## config.mk

```make
export PLATFORM = sky130hd
export DESIGN_NAME = absolute_path_normalizer_core
export DESIGN_NICKNAME = d
export VERILOG_FILES = /design/src/rtl/core/apn_pkg.sv /design/src/rtl/core/absolute_path_normalizer_core.sv
export SDC_FILE = /design/constraint.sdc
export NUM_CORES = 1
export LEC_CHECK = 0
export BUFFER_PORTS_ARGS = -buffer_cell sky130_fd_sc_hd__buf_2
export CORE_MARGIN = 2
export CORE_UTILIZATION = 30
export CTS_BUF_LIST = sky130_fd_sc_hd__clkbuf_8
export DETAILED_ROUTE_END_ITERATION = 7
export HOLD_SLACK_MARGIN = 0.02
export PLACE_DENSITY = 0.52
export REMOVE_ABC_BUFFERS = 1
export SLEW_MARGIN = 15
export SYNTH_ARGS = -nofsm -noshare
export SYNTH_HDL_FRONTEND = slang
export SYNTH_SLANG_ARGS = --single-unit
```

## constraint.sdc

```tcl
create_clock -name clk -period 17.2 [get_ports clk]
set_clock_uncertainty 0.2 [all_clocks]
set_input_delay 1.72 -clock clk [delete_from_list [all_inputs] [get_ports clk]]
set_output_delay 1.72 -clock clk [all_outputs]
set_load 0.01 [all_outputs]
```

## src/rtl/core/apn_pkg.sv

```systemverilog
package apn_pkg;

    // Path limits
    localparam int MAX_LEN   = 64;
    localparam int MAX_SEGS  = 32;

    // Storage geometry
    localparam int BUF_DEPTH = 64;
    localparam int BUF_AW    = 6;
    localparam int STK_DEPTH = 32;
    localparam int STK_AW    = 5;

    // Byte codes
    localparam logic [7:0] CH_SLASH     = 8'h2F;
    localparam logic [7:0] CH_BACKSLASH = 8'h5C;
    localparam logic [7:0] CH_DOT       = 8'h2E;

    typedef enum logic [2:0] {
        S_IDLE,
        S_PUT,
        S_POP,
        S_CLOSE,
        S_DECIDE,
        S_FAIL,
        S_READ
    } apn_state_t;

endpackage

```

## src/rtl/core/absolute_path_normalizer_core.sv

```systemverilog
// Absolute path normalizer.
// Input channel s_*: one path byte per request. s_tdata carries the byte,
// s_tuser flags an empty path (the request ends the path at once, byte
// ignored), s_tlast marks the final byte of the path.
// Output channel m_*: one normalized byte per request, '/'-joined segments.
// m_tuser flags a fail result (m_tdata is 0 then), m_tlast marks the final
// result of the path. An invalid path gives exactly one fail result.
// A byte that continues a segment, or a separator, is taken at once; the
// first byte of a segment also passes the put state (separator and byte
// share the single write port of the output buffer); a ".." close passes
// the pop state for the segment stack read. After the last byte come put
// or pop if that byte opens a segment or closes a "..", then close (then
// pop and close again if it ends a ".." segment), decide, and read or
// fail; an empty-path request goes straight to fail. Results then leave
// at one per cycle, limited by the one read port of the output buffer,
// while the receiver takes them.
// Reset clears all path state; both memories need no clearing pass, since
// every entry is written within a path before it is read.
// When the receiver stalls, the output register holds its request; the block
// keeps taking bytes of a following path and holds the emission of the next
// path until the output register is free.
module absolute_path_normalizer_core (
    input  logic       clk,
    input  logic       rst_n,
    input  logic       s_tvalid,
    output logic       s_tready,
    input  logic [7:0] s_tdata,   // [7:0] ch
    input  logic       s_tuser,   // [0] empty_path
    input  logic       s_tlast,   // last
    output logic       m_tvalid,
    input  logic       m_tready,
    output logic [7:0] m_tdata,   // [7:0] out_char
    output logic       m_tuser,   // [0] fail
    output logic       m_tlast    // out_last
);
    import apn_pkg::*;

    // Memories: normalized bytes and start positions of kept segments
    logic [7:0]        out_buffer [BUF_DEPTH];
    logic [BUF_AW-1:0] seg_stack  [STK_DEPTH];

    apn_state_t state_reg, state_next;

    logic [5:0]        seg_count_reg,  seg_count_next;
    logic [6:0]        write_pos_reg,  write_pos_next;
    logic [5:0]        open_pos_reg,   open_pos_next;
    logic [6:0]        byte_count_reg, byte_count_next;
    logic [1:0]        seg_len_reg,    seg_len_next;   // saturates at 3
    logic              seg_dots_reg,   seg_dots_next;
    logic              in_seg_reg,     in_seg_next;
    logic              failed_reg,     failed_next;
    logic              last_pend_reg,  last_pend_next;
    logic [7:0]        hold_ch_reg,    hold_ch_next;
    logic [5:0]        rd_ptr_reg,     rd_ptr_next;
    logic              out_valid_reg,  out_valid_next;
    logic              out_fail_reg,   out_fail_next;
    logic              out_last_reg,   out_last_next;

    // Memory ports
    logic              ob_we, ob_re;
    logic [BUF_AW-1:0] ob_waddr, ob_raddr;
    logic [7:0]        ob_wdata;
    logic [7:0]        ob_rdata_reg;
    logic              stk_we, stk_re;
    logic [STK_AW-1:0] stk_waddr, stk_raddr;
    logic [BUF_AW-1:0] stk_rdata_reg;

    // Segment close, worked out from the current state
    logic              cl_pop, cl_fail, cl_push;
    logic [6:0]        cl_wpos;
    logic [5:0]        cl_count;

    logic              out_free;
    logic              ch_is_sep;
    logic [6:0]        bc_inc;
    logic              now_failed;

    assign out_free  = !out_valid_reg || m_tready;
    assign ch_is_sep = (s_tdata == CH_SLASH) || (s_tdata == CH_BACKSLASH);
    assign bc_inc    = (byte_count_reg == 7'd127) ? byte_count_reg : byte_count_reg + 7'd1;
    assign now_failed = failed_reg || (bc_inc > 7'(MAX_LEN));

    assign s_tready = (state_reg == S_IDLE);
    assign m_tvalid = out_valid_reg;
    assign m_tuser  = out_fail_reg;
    assign m_tlast  = out_last_reg;
    // A fail result carries a zero byte whatever the read register holds
    assign m_tdata  = out_fail_reg ? 8'd0 : ob_rdata_reg;

    // A lone dot rewinds to the segment start; a dot-dot also pops the stack, or fails
    // when it is empty; anything else is pushed as a kept segment, or fails when it is full.
    always_comb
    begin
        cl_pop   = 1'b0;
        cl_fail  = 1'b0;
        cl_push  = 1'b0;
        cl_wpos  = write_pos_reg;
        cl_count = seg_count_reg;
        if (seg_dots_reg && seg_len_reg == 2'd1)
        begin
            cl_wpos = {1'b0, open_pos_reg};
        end
        else if (seg_dots_reg && seg_len_reg == 2'd2)
        begin
            cl_wpos = {1'b0, open_pos_reg};
            if (seg_count_reg == 6'd0)
            begin
                cl_fail = 1'b1;
            end
            else
            begin
                cl_count = seg_count_reg - 6'd1;
                cl_pop   = 1'b1;
            end
        end
        else if (seg_count_reg >= 6'(MAX_SEGS))
        begin
            cl_fail = 1'b1;
        end
        else
        begin
            cl_push  = 1'b1;
            cl_count = seg_count_reg + 6'd1;
        end
    end

    always_comb
    begin
        state_next      = state_reg;
        seg_count_next  = seg_count_reg;
        write_pos_next  = write_pos_reg;
        open_pos_next   = open_pos_reg;
        byte_count_next = byte_count_reg;
        seg_len_next    = seg_len_reg;
        seg_dots_next   = seg_dots_reg;
        in_seg_next     = in_seg_reg;
        failed_next     = failed_reg;
        last_pend_next  = last_pend_reg;
        hold_ch_next    = hold_ch_reg;
        rd_ptr_next     = rd_ptr_reg;
        out_valid_next  = out_valid_reg && !m_tready;
        out_fail_next   = out_fail_reg;
        out_last_next   = out_last_reg;

        ob_we     = 1'b0;
        ob_waddr  = write_pos_reg[BUF_AW-1:0];
        ob_wdata  = s_tdata;
        ob_re     = 1'b0;
        ob_raddr  = rd_ptr_reg;
        stk_we    = 1'b0;
        stk_waddr = seg_count_reg[STK_AW-1:0];
        stk_re    = 1'b0;
        stk_raddr = cl_count[STK_AW-1:0];

        unique case (state_reg)
            S_IDLE:
            begin
                if (s_tvalid)
                begin
                    if (s_tuser)
                    begin
                        // Empty path: drop any partial path, emit one fail
                        byte_count_next = 7'd0;
                        failed_next     = 1'b1;
                        last_pend_next  = 1'b0;
                        state_next      = S_FAIL;
                    end
                    else
                    begin
                        byte_count_next = bc_inc;
                        failed_next     = now_failed;
                        last_pend_next  = s_tlast;
                        state_next      = s_tlast ? S_CLOSE : S_IDLE;
                        if (!now_failed)
                        begin
                            if (byte_count_reg == 7'd0)
                            begin
                                if (!ch_is_sep)
                                begin
                                    failed_next = 1'b1;
                                end
                            end
                            else if (ch_is_sep)
                            begin
                                if (in_seg_reg)
                                begin
                                    in_seg_next    = 1'b0;
                                    write_pos_next = cl_wpos;
                                    seg_count_next = cl_count;
                                    stk_we         = cl_push;
                                    stk_re         = cl_pop;
                                    if (cl_fail)
                                    begin
                                        failed_next = 1'b1;
                                    end
                                    if (cl_pop)
                                    begin
                                        state_next = S_POP;
                                    end
                                end
                            end
                            else if (!in_seg_reg)
                            begin
                                // Open a segment: write the separator now, the byte next
                                in_seg_next   = 1'b1;
                                open_pos_next = write_pos_reg[5:0];
                                seg_len_next  = 2'd1;
                                seg_dots_next = (s_tdata == CH_DOT);
                                hold_ch_next  = s_tdata;
                                ob_wdata      = CH_SLASH;
                                if (write_pos_reg < 7'(MAX_LEN))
                                begin
                                    ob_we          = 1'b1;
                                    write_pos_next = write_pos_reg + 7'd1;
                                end
                                else
                                begin
                                    failed_next = 1'b1;
                                end
                                state_next = S_PUT;
                            end
                            else
                            begin
                                if (write_pos_reg < 7'(MAX_LEN))
                                begin
                                    ob_we          = 1'b1;
                                    write_pos_next = write_pos_reg + 7'd1;
                                end
                                else
                                begin
                                    failed_next = 1'b1;
                                end
                                if (seg_len_reg != 2'd3)
                                begin
                                    seg_len_next = seg_len_reg + 2'd1;
                                end
                                if (s_tdata != CH_DOT)
                                begin
                                    seg_dots_next = 1'b0;
                                end
                            end
                        end
                    end
                end
            end

            S_PUT:
            begin
                ob_wdata = hold_ch_reg;
                if (write_pos_reg < 7'(MAX_LEN))
                begin
                    ob_we          = 1'b1;
                    write_pos_next = write_pos_reg + 7'd1;
                end
                else
                begin
                    failed_next = 1'b1;
                end
                state_next = last_pend_reg ? S_CLOSE : S_IDLE;
            end

            S_POP:
            begin
                // Rewind to the start of the popped segment
                write_pos_next = {1'b0, stk_rdata_reg};
                state_next     = last_pend_reg ? S_CLOSE : S_IDLE;
            end

            S_CLOSE:
            begin
                state_next = S_DECIDE;
                if (!failed_reg && in_seg_reg)
                begin
                    in_seg_next    = 1'b0;
                    write_pos_next = cl_wpos;
                    seg_count_next = cl_count;
                    stk_we         = cl_push;
                    stk_re         = cl_pop;
                    if (cl_fail)
                    begin
                        failed_next = 1'b1;
                    end
                    if (cl_pop)
                    begin
                        state_next = S_POP;
                    end
                end
            end

            S_DECIDE:
            begin
                rd_ptr_next = 6'd0;
                if (failed_reg || seg_count_reg == 6'd0 || write_pos_reg == 7'd0)
                begin
                    state_next = S_FAIL;
                end
                else
                begin
                    state_next = S_READ;
                end
            end

            S_FAIL:
            begin
                if (out_free)
                begin
                    out_valid_next  = 1'b1;
                    out_fail_next   = 1'b1;
                    out_last_next   = 1'b1;
                    state_next      = S_IDLE;
                    seg_count_next  = 6'd0;
                    write_pos_next  = 7'd0;
                    open_pos_next   = 6'd0;
                    byte_count_next = 7'd0;
                    seg_len_next    = 2'd0;
                    seg_dots_next   = 1'b1;
                    in_seg_next     = 1'b0;
                    failed_next     = 1'b0;
                    last_pend_next  = 1'b0;
                end
            end

            S_READ:
            begin
                if (out_free)
                begin
                    ob_re          = 1'b1;
                    out_valid_next = 1'b1;
                    out_fail_next  = 1'b0;
                    out_last_next  = ({1'b0, rd_ptr_reg} + 7'd1 == write_pos_reg);
                    rd_ptr_next    = rd_ptr_reg + 6'd1;
                    if ({1'b0, rd_ptr_reg} + 7'd1 == write_pos_reg)
                    begin
                        state_next      = S_IDLE;
                        seg_count_next  = 6'd0;
                        write_pos_next  = 7'd0;
                        open_pos_next   = 6'd0;
                        byte_count_next = 7'd0;
                        seg_len_next    = 2'd0;
                        seg_dots_next   = 1'b1;
                        in_seg_next     = 1'b0;
                        failed_next     = 1'b0;
                        last_pend_next  = 1'b0;
                    end
                end
            end

            default:
            begin
                state_next = S_IDLE;
            end
        endcase
    end

    always_ff @(posedge clk or negedge rst_n)
    begin
        if (!rst_n)
        begin
            state_reg      <= S_IDLE;
            seg_count_reg  <= 6'd0;
            write_pos_reg  <= 7'd0;
            open_pos_reg   <= 6'd0;
            byte_count_reg <= 7'd0;
            seg_len_reg    <= 2'd0;
            seg_dots_reg   <= 1'b1;
            in_seg_reg     <= 1'b0;
            failed_reg     <= 1'b0;
            last_pend_reg  <= 1'b0;
            rd_ptr_reg     <= 6'd0;
            out_valid_reg  <= 1'b0;
            out_fail_reg   <= 1'b0;
            out_last_reg   <= 1'b0;
        end
        else
        begin
            state_reg      <= state_next;
            seg_count_reg  <= seg_count_next;
            write_pos_reg  <= write_pos_next;
            open_pos_reg   <= open_pos_next;
            byte_count_reg <= byte_count_next;
            seg_len_reg    <= seg_len_next;
            seg_dots_reg   <= seg_dots_next;
            in_seg_reg     <= in_seg_next;
            failed_reg     <= failed_next;
            last_pend_reg  <= last_pend_next;
            rd_ptr_reg     <= rd_ptr_next;
            out_valid_reg  <= out_valid_next;
            out_fail_reg   <= out_fail_next;
            out_last_reg   <= out_last_next;
        end
    end

    always_ff @(posedge clk)
    begin
        hold_ch_reg <= hold_ch_next;
    end

    // Output buffer: one write port, registered read that doubles as the
    // output data register (held while the receiver stalls). Reads happen
    // only after the path is complete, so no forwarding is needed.
    always_ff @(posedge clk)
    begin
        if (ob_we)
        begin
            out_buffer[ob_waddr] <= ob_wdata;
        end
        if (ob_re)
        begin
            ob_rdata_reg <= out_buffer[ob_raddr];
        end
    end

    // Segment stack: a pop never reads an entry before its own push has
    // written it, since at least one segment byte lies between them.
    always_ff @(posedge clk)
    begin
        if (stk_we)
        begin
            seg_stack[stk_waddr] <= open_pos_reg;
        end
        if (stk_re)
        begin
            stk_rdata_reg <= seg_stack[stk_raddr];
        end
    end

endmodule

```

==> key figures <==
Drt
  • 1st-pass router iterations: 5
  • Initial detailed-routing violation count: 1,699
  • DR WL/cell: 23.5 um
  • Total number of vias: 16.9k
  • Number of design rule violations left after detail routing: 0
  • Overall routed net length: 78.5 mm
  • Vias per cell: 5.08
  • DRT antenna net count: 0

STA
  • Maximum achievable frequency: 0.212 GHz
  • Least setup slack across all paths after layout: 12.49 ns
  • Number of max-slew violations in the final report: 0
  • Accumulated negative setup slack: 0 ns
  • Portion of the clock cycle consumed by the worst path in the final layout: 27.4%
  • Endpoints failing setup: 0
  • Slew at the pin closest to its max-slew limit: 1.12 ns
  • RSZ-0062 raised after global routing: no
  • Final critical path time including I/O delays and setup: 4.71 ns
  • Headroom to the max-slew limit: 24.9%
  • Number of hold-slack violations in the final timing report: 0

Logic synthesis
  • Unique cell type count in the Yosys netlist: 72
  • Count of mapped cells out of synthesis: 1,779
  • Mapped cell area: 31,800 um^2
  • Post-synth ARST share: 5.71%
  • Register area share after synthesis: 72.0%
  • Primary flip-flop cell chosen by synthesis mapping: sky130_fd_sc_hd__edfxtp_1
  • Number of flops mapped to enable cells by yosys: 726
  • Mean cell area of the mapped netlist: 17.9 um^2
  • Synth Register Bits: 770
  • Count of yosys warnings during synthesis: 0

Finish
  • Non-Filler Instances: 3,338
  • Area delta synth->final: 12.8%
  • Number of nets in the layout: 1,871
  • Top register by number of flip-flops: out_buffer
  • Fraction of final layout cells sized beyond drive strength 1: 21.9%
  • Utilization after layout: 34.1%
  • Filler instances: 9,884
  • Flip-flop count of the largest register, all copies and words added: 512
  • Regs by FF count: out_buffer (512), seg_stack (192)

Clock network
  • Num CTS Buffers: 118
  • # Post-CTS Setup Buffers: 0
  • CTS tree: done
  • CTS H-tree depth: 3
  • Clk Tree Root Cell: sky130_fd_sc_hd__clkbuf_8
  • Clock latency on the worst-skew pair: 0.75 ns
  • Clock net sink count: 770
  • Maximum number of buffers from clock root to sink: 3
  • Clock transition time at the flip-flop clock pins of the worst setup and hold paths: 0.07 ns
  • Gates resized, CTS repair: 0
  • Cts hold-fix bufs: 0

Power and ir drop
  • Total power divided by cell area: 156 nW/um^2
  • Maximum ir drop on the vdd rail: 0.129 mV
  • Leakage power of the design: 0.0113 uW

Die
  • Core region area: 105,000 um^2
  • Full die area: 109,000 um^2
  • Cell row count: 119
  • Die width: 330 um
  • # IOs: 26
  • Starting Density: 30.2%
  • Die H: 330 um

GRT
  • Global Route Usage Sum: 14.4%
  • Global-route wire length before repair: 116 mm
  • Number of global-route vias before repair: 17.2k
  • Initial antenna violation count: 3
  • Largest net degree at the start of global routing: 70
  • Remaining Overflow, GRT: 0

Placed design
  • Post-placement worst setup slack: 12.07 ns
  • Cell total after placement: 3,116
  • HPWL reported at the end of detailed placement: 48.0 mm
  • Routability congestion estimate: 0.817
  • Number of buffers added on ports: 25

Worst setup path
  • Kind of end point of the critical path: flip-flop
  • Startpoint types: flip-flop
  • Worst EP arrival: 5.00 ns
  • Biggest fanout along the worst timing path: 53
  • WP data required: 17.49 ns
  • Worst setup path category: flip-flop to flip-flop

Run
  • Number of violations of the max-capacitance limit: 0

Status
  • Outcome: complete, no violations

Min path
  • Worst min path class: flip-flop to flip-flop
-- synth_stat cells, drive strengths merged, types with 8 or more instances --
library cell	instances	share of area, %
o21ai	37	0.58
ha	12	0.47
buf	45	0.60
clkbuf	58	0.68
mux4	174	12
o41ai	9	0.25
nor2b	17	0.33
or3	9	0.18
nand2b	12	0.24
nand2	80	0.94
nand3	73	1.2
and2	10	0.20
a211oi	8	0.20
a21oi	27	0.42
nand4	27	0.53
dfrtp	43	3.4
nor3	45	0.72
and3	8	0.16
mux2i	87	2.7
a31oi	10	0.22
a22oi	16	0.38
inv	20	0.24
edfxtp	726	69
o211ai	15	0.35
nor2	112	1.3
-- where the power goes --
group / switching, uW / internal, uW / total (uW)
Sequential: 149 / 2300 / 2450
Combinational: 1040 / 612 / 1660
Clock: 733 / 761 / 1490
-- final cells by class --
cell class                 instances  area (um^2)  share of cell area (%)
antenna                            3         7.51                  0.0209
clock buffer                     119         1640                    4.57
clock inverter                   100          683                    1.90
inverter                          22         82.6                   0.230
multi-input combinational        884         8490                    23.7
sequential                       770        22900                    63.9
tap                             1391         1740                    4.85
timing repair buffer              49          312                   0.868
-- worst max-delay path, stage by stage, from the launching register on --
cell and delay (ns):
sky130_fd_sc_hd__dfrtp_4 0.87, sky130_fd_sc_hd__buf_6 0.69, sky130_fd_sc_hd__buf_4 0.89, sky130_fd_sc_hd__mux4_2 0.67, sky130_fd_sc_hd__mux4_2 0.54, sky130_fd_sc_hd__mux4_2 0.47
-- metal layers --
layer,global-route usage (%),up-vias,part of all wire (%)
met5,0,-,0
li1,-,7386,-
met3,2.92,122,6.5
met1,19.3,8864,42
met2,23.9,574,49
met4,3.84,0,2.1
-- placed cells by master, fill, tap and decap left out, drive strengths merged, types with 16 or more instances in the layout --
| cell type | n |
|---|---|
| edfxtp | 726 |
| nor3 | 45 |
| nand2 | 80 |
| a22oi | 16 |
| nand3 | 73 |
| dfrtp | 43 |
| a21oi | 27 |
| clkinv | 68 |
| buf | 49 |
| mux2i | 87 |
| mux4 | 174 |
| o21ai | 37 |
| nor2 | 112 |
| nor2b | 17 |
| inv | 44 |
| nand4 | 27 |
| clkbuf | 119 |
-- stage by stage --
| stage | total power (uW) | area [um^2] | hold slack, ns |
|---|---|---|---|
| after global routing | 5860 | 35900 | 0.407 |
| after floorplan | 3610 | 31400 | 0.290 |
| final | 5600 | 35900 | 0.361 |
| after CTS | 5670 | 35900 | 0.353 |
| after global placement | 4150 | 33500 | 0.320 |
| after detailed placement | 4170 | 33500 | 0.328 |
-- worst paths after layout --
check	from	to	slack, ns	cells after the start
max	ob_raddr[0]	ob_rdata_reg[4]	12.49	5
min	m_tlast	m_tlast	0.36	2
max reg2reg	ob_raddr[0]	ob_rdata_reg[4]	12.49	5
min reg2reg	m_tlast	m_tlast	0.36	2
max in group asynchronous	rst_n	open_pos_reg[0]	15.51	1
min in group asynchronous	rst_n	m_tvalid	0.79	1
-- logic make-up after synthesis --
kind of cell | share of synthesized area, %
compound gates | 4.20
xor+xnor | 0.275
fa+ha+maj | 0.472
buf+inv | 1.54
flops | 72.0
mux | 15.3
simple gates | 6.17
(Power assumes the default switching activity.)
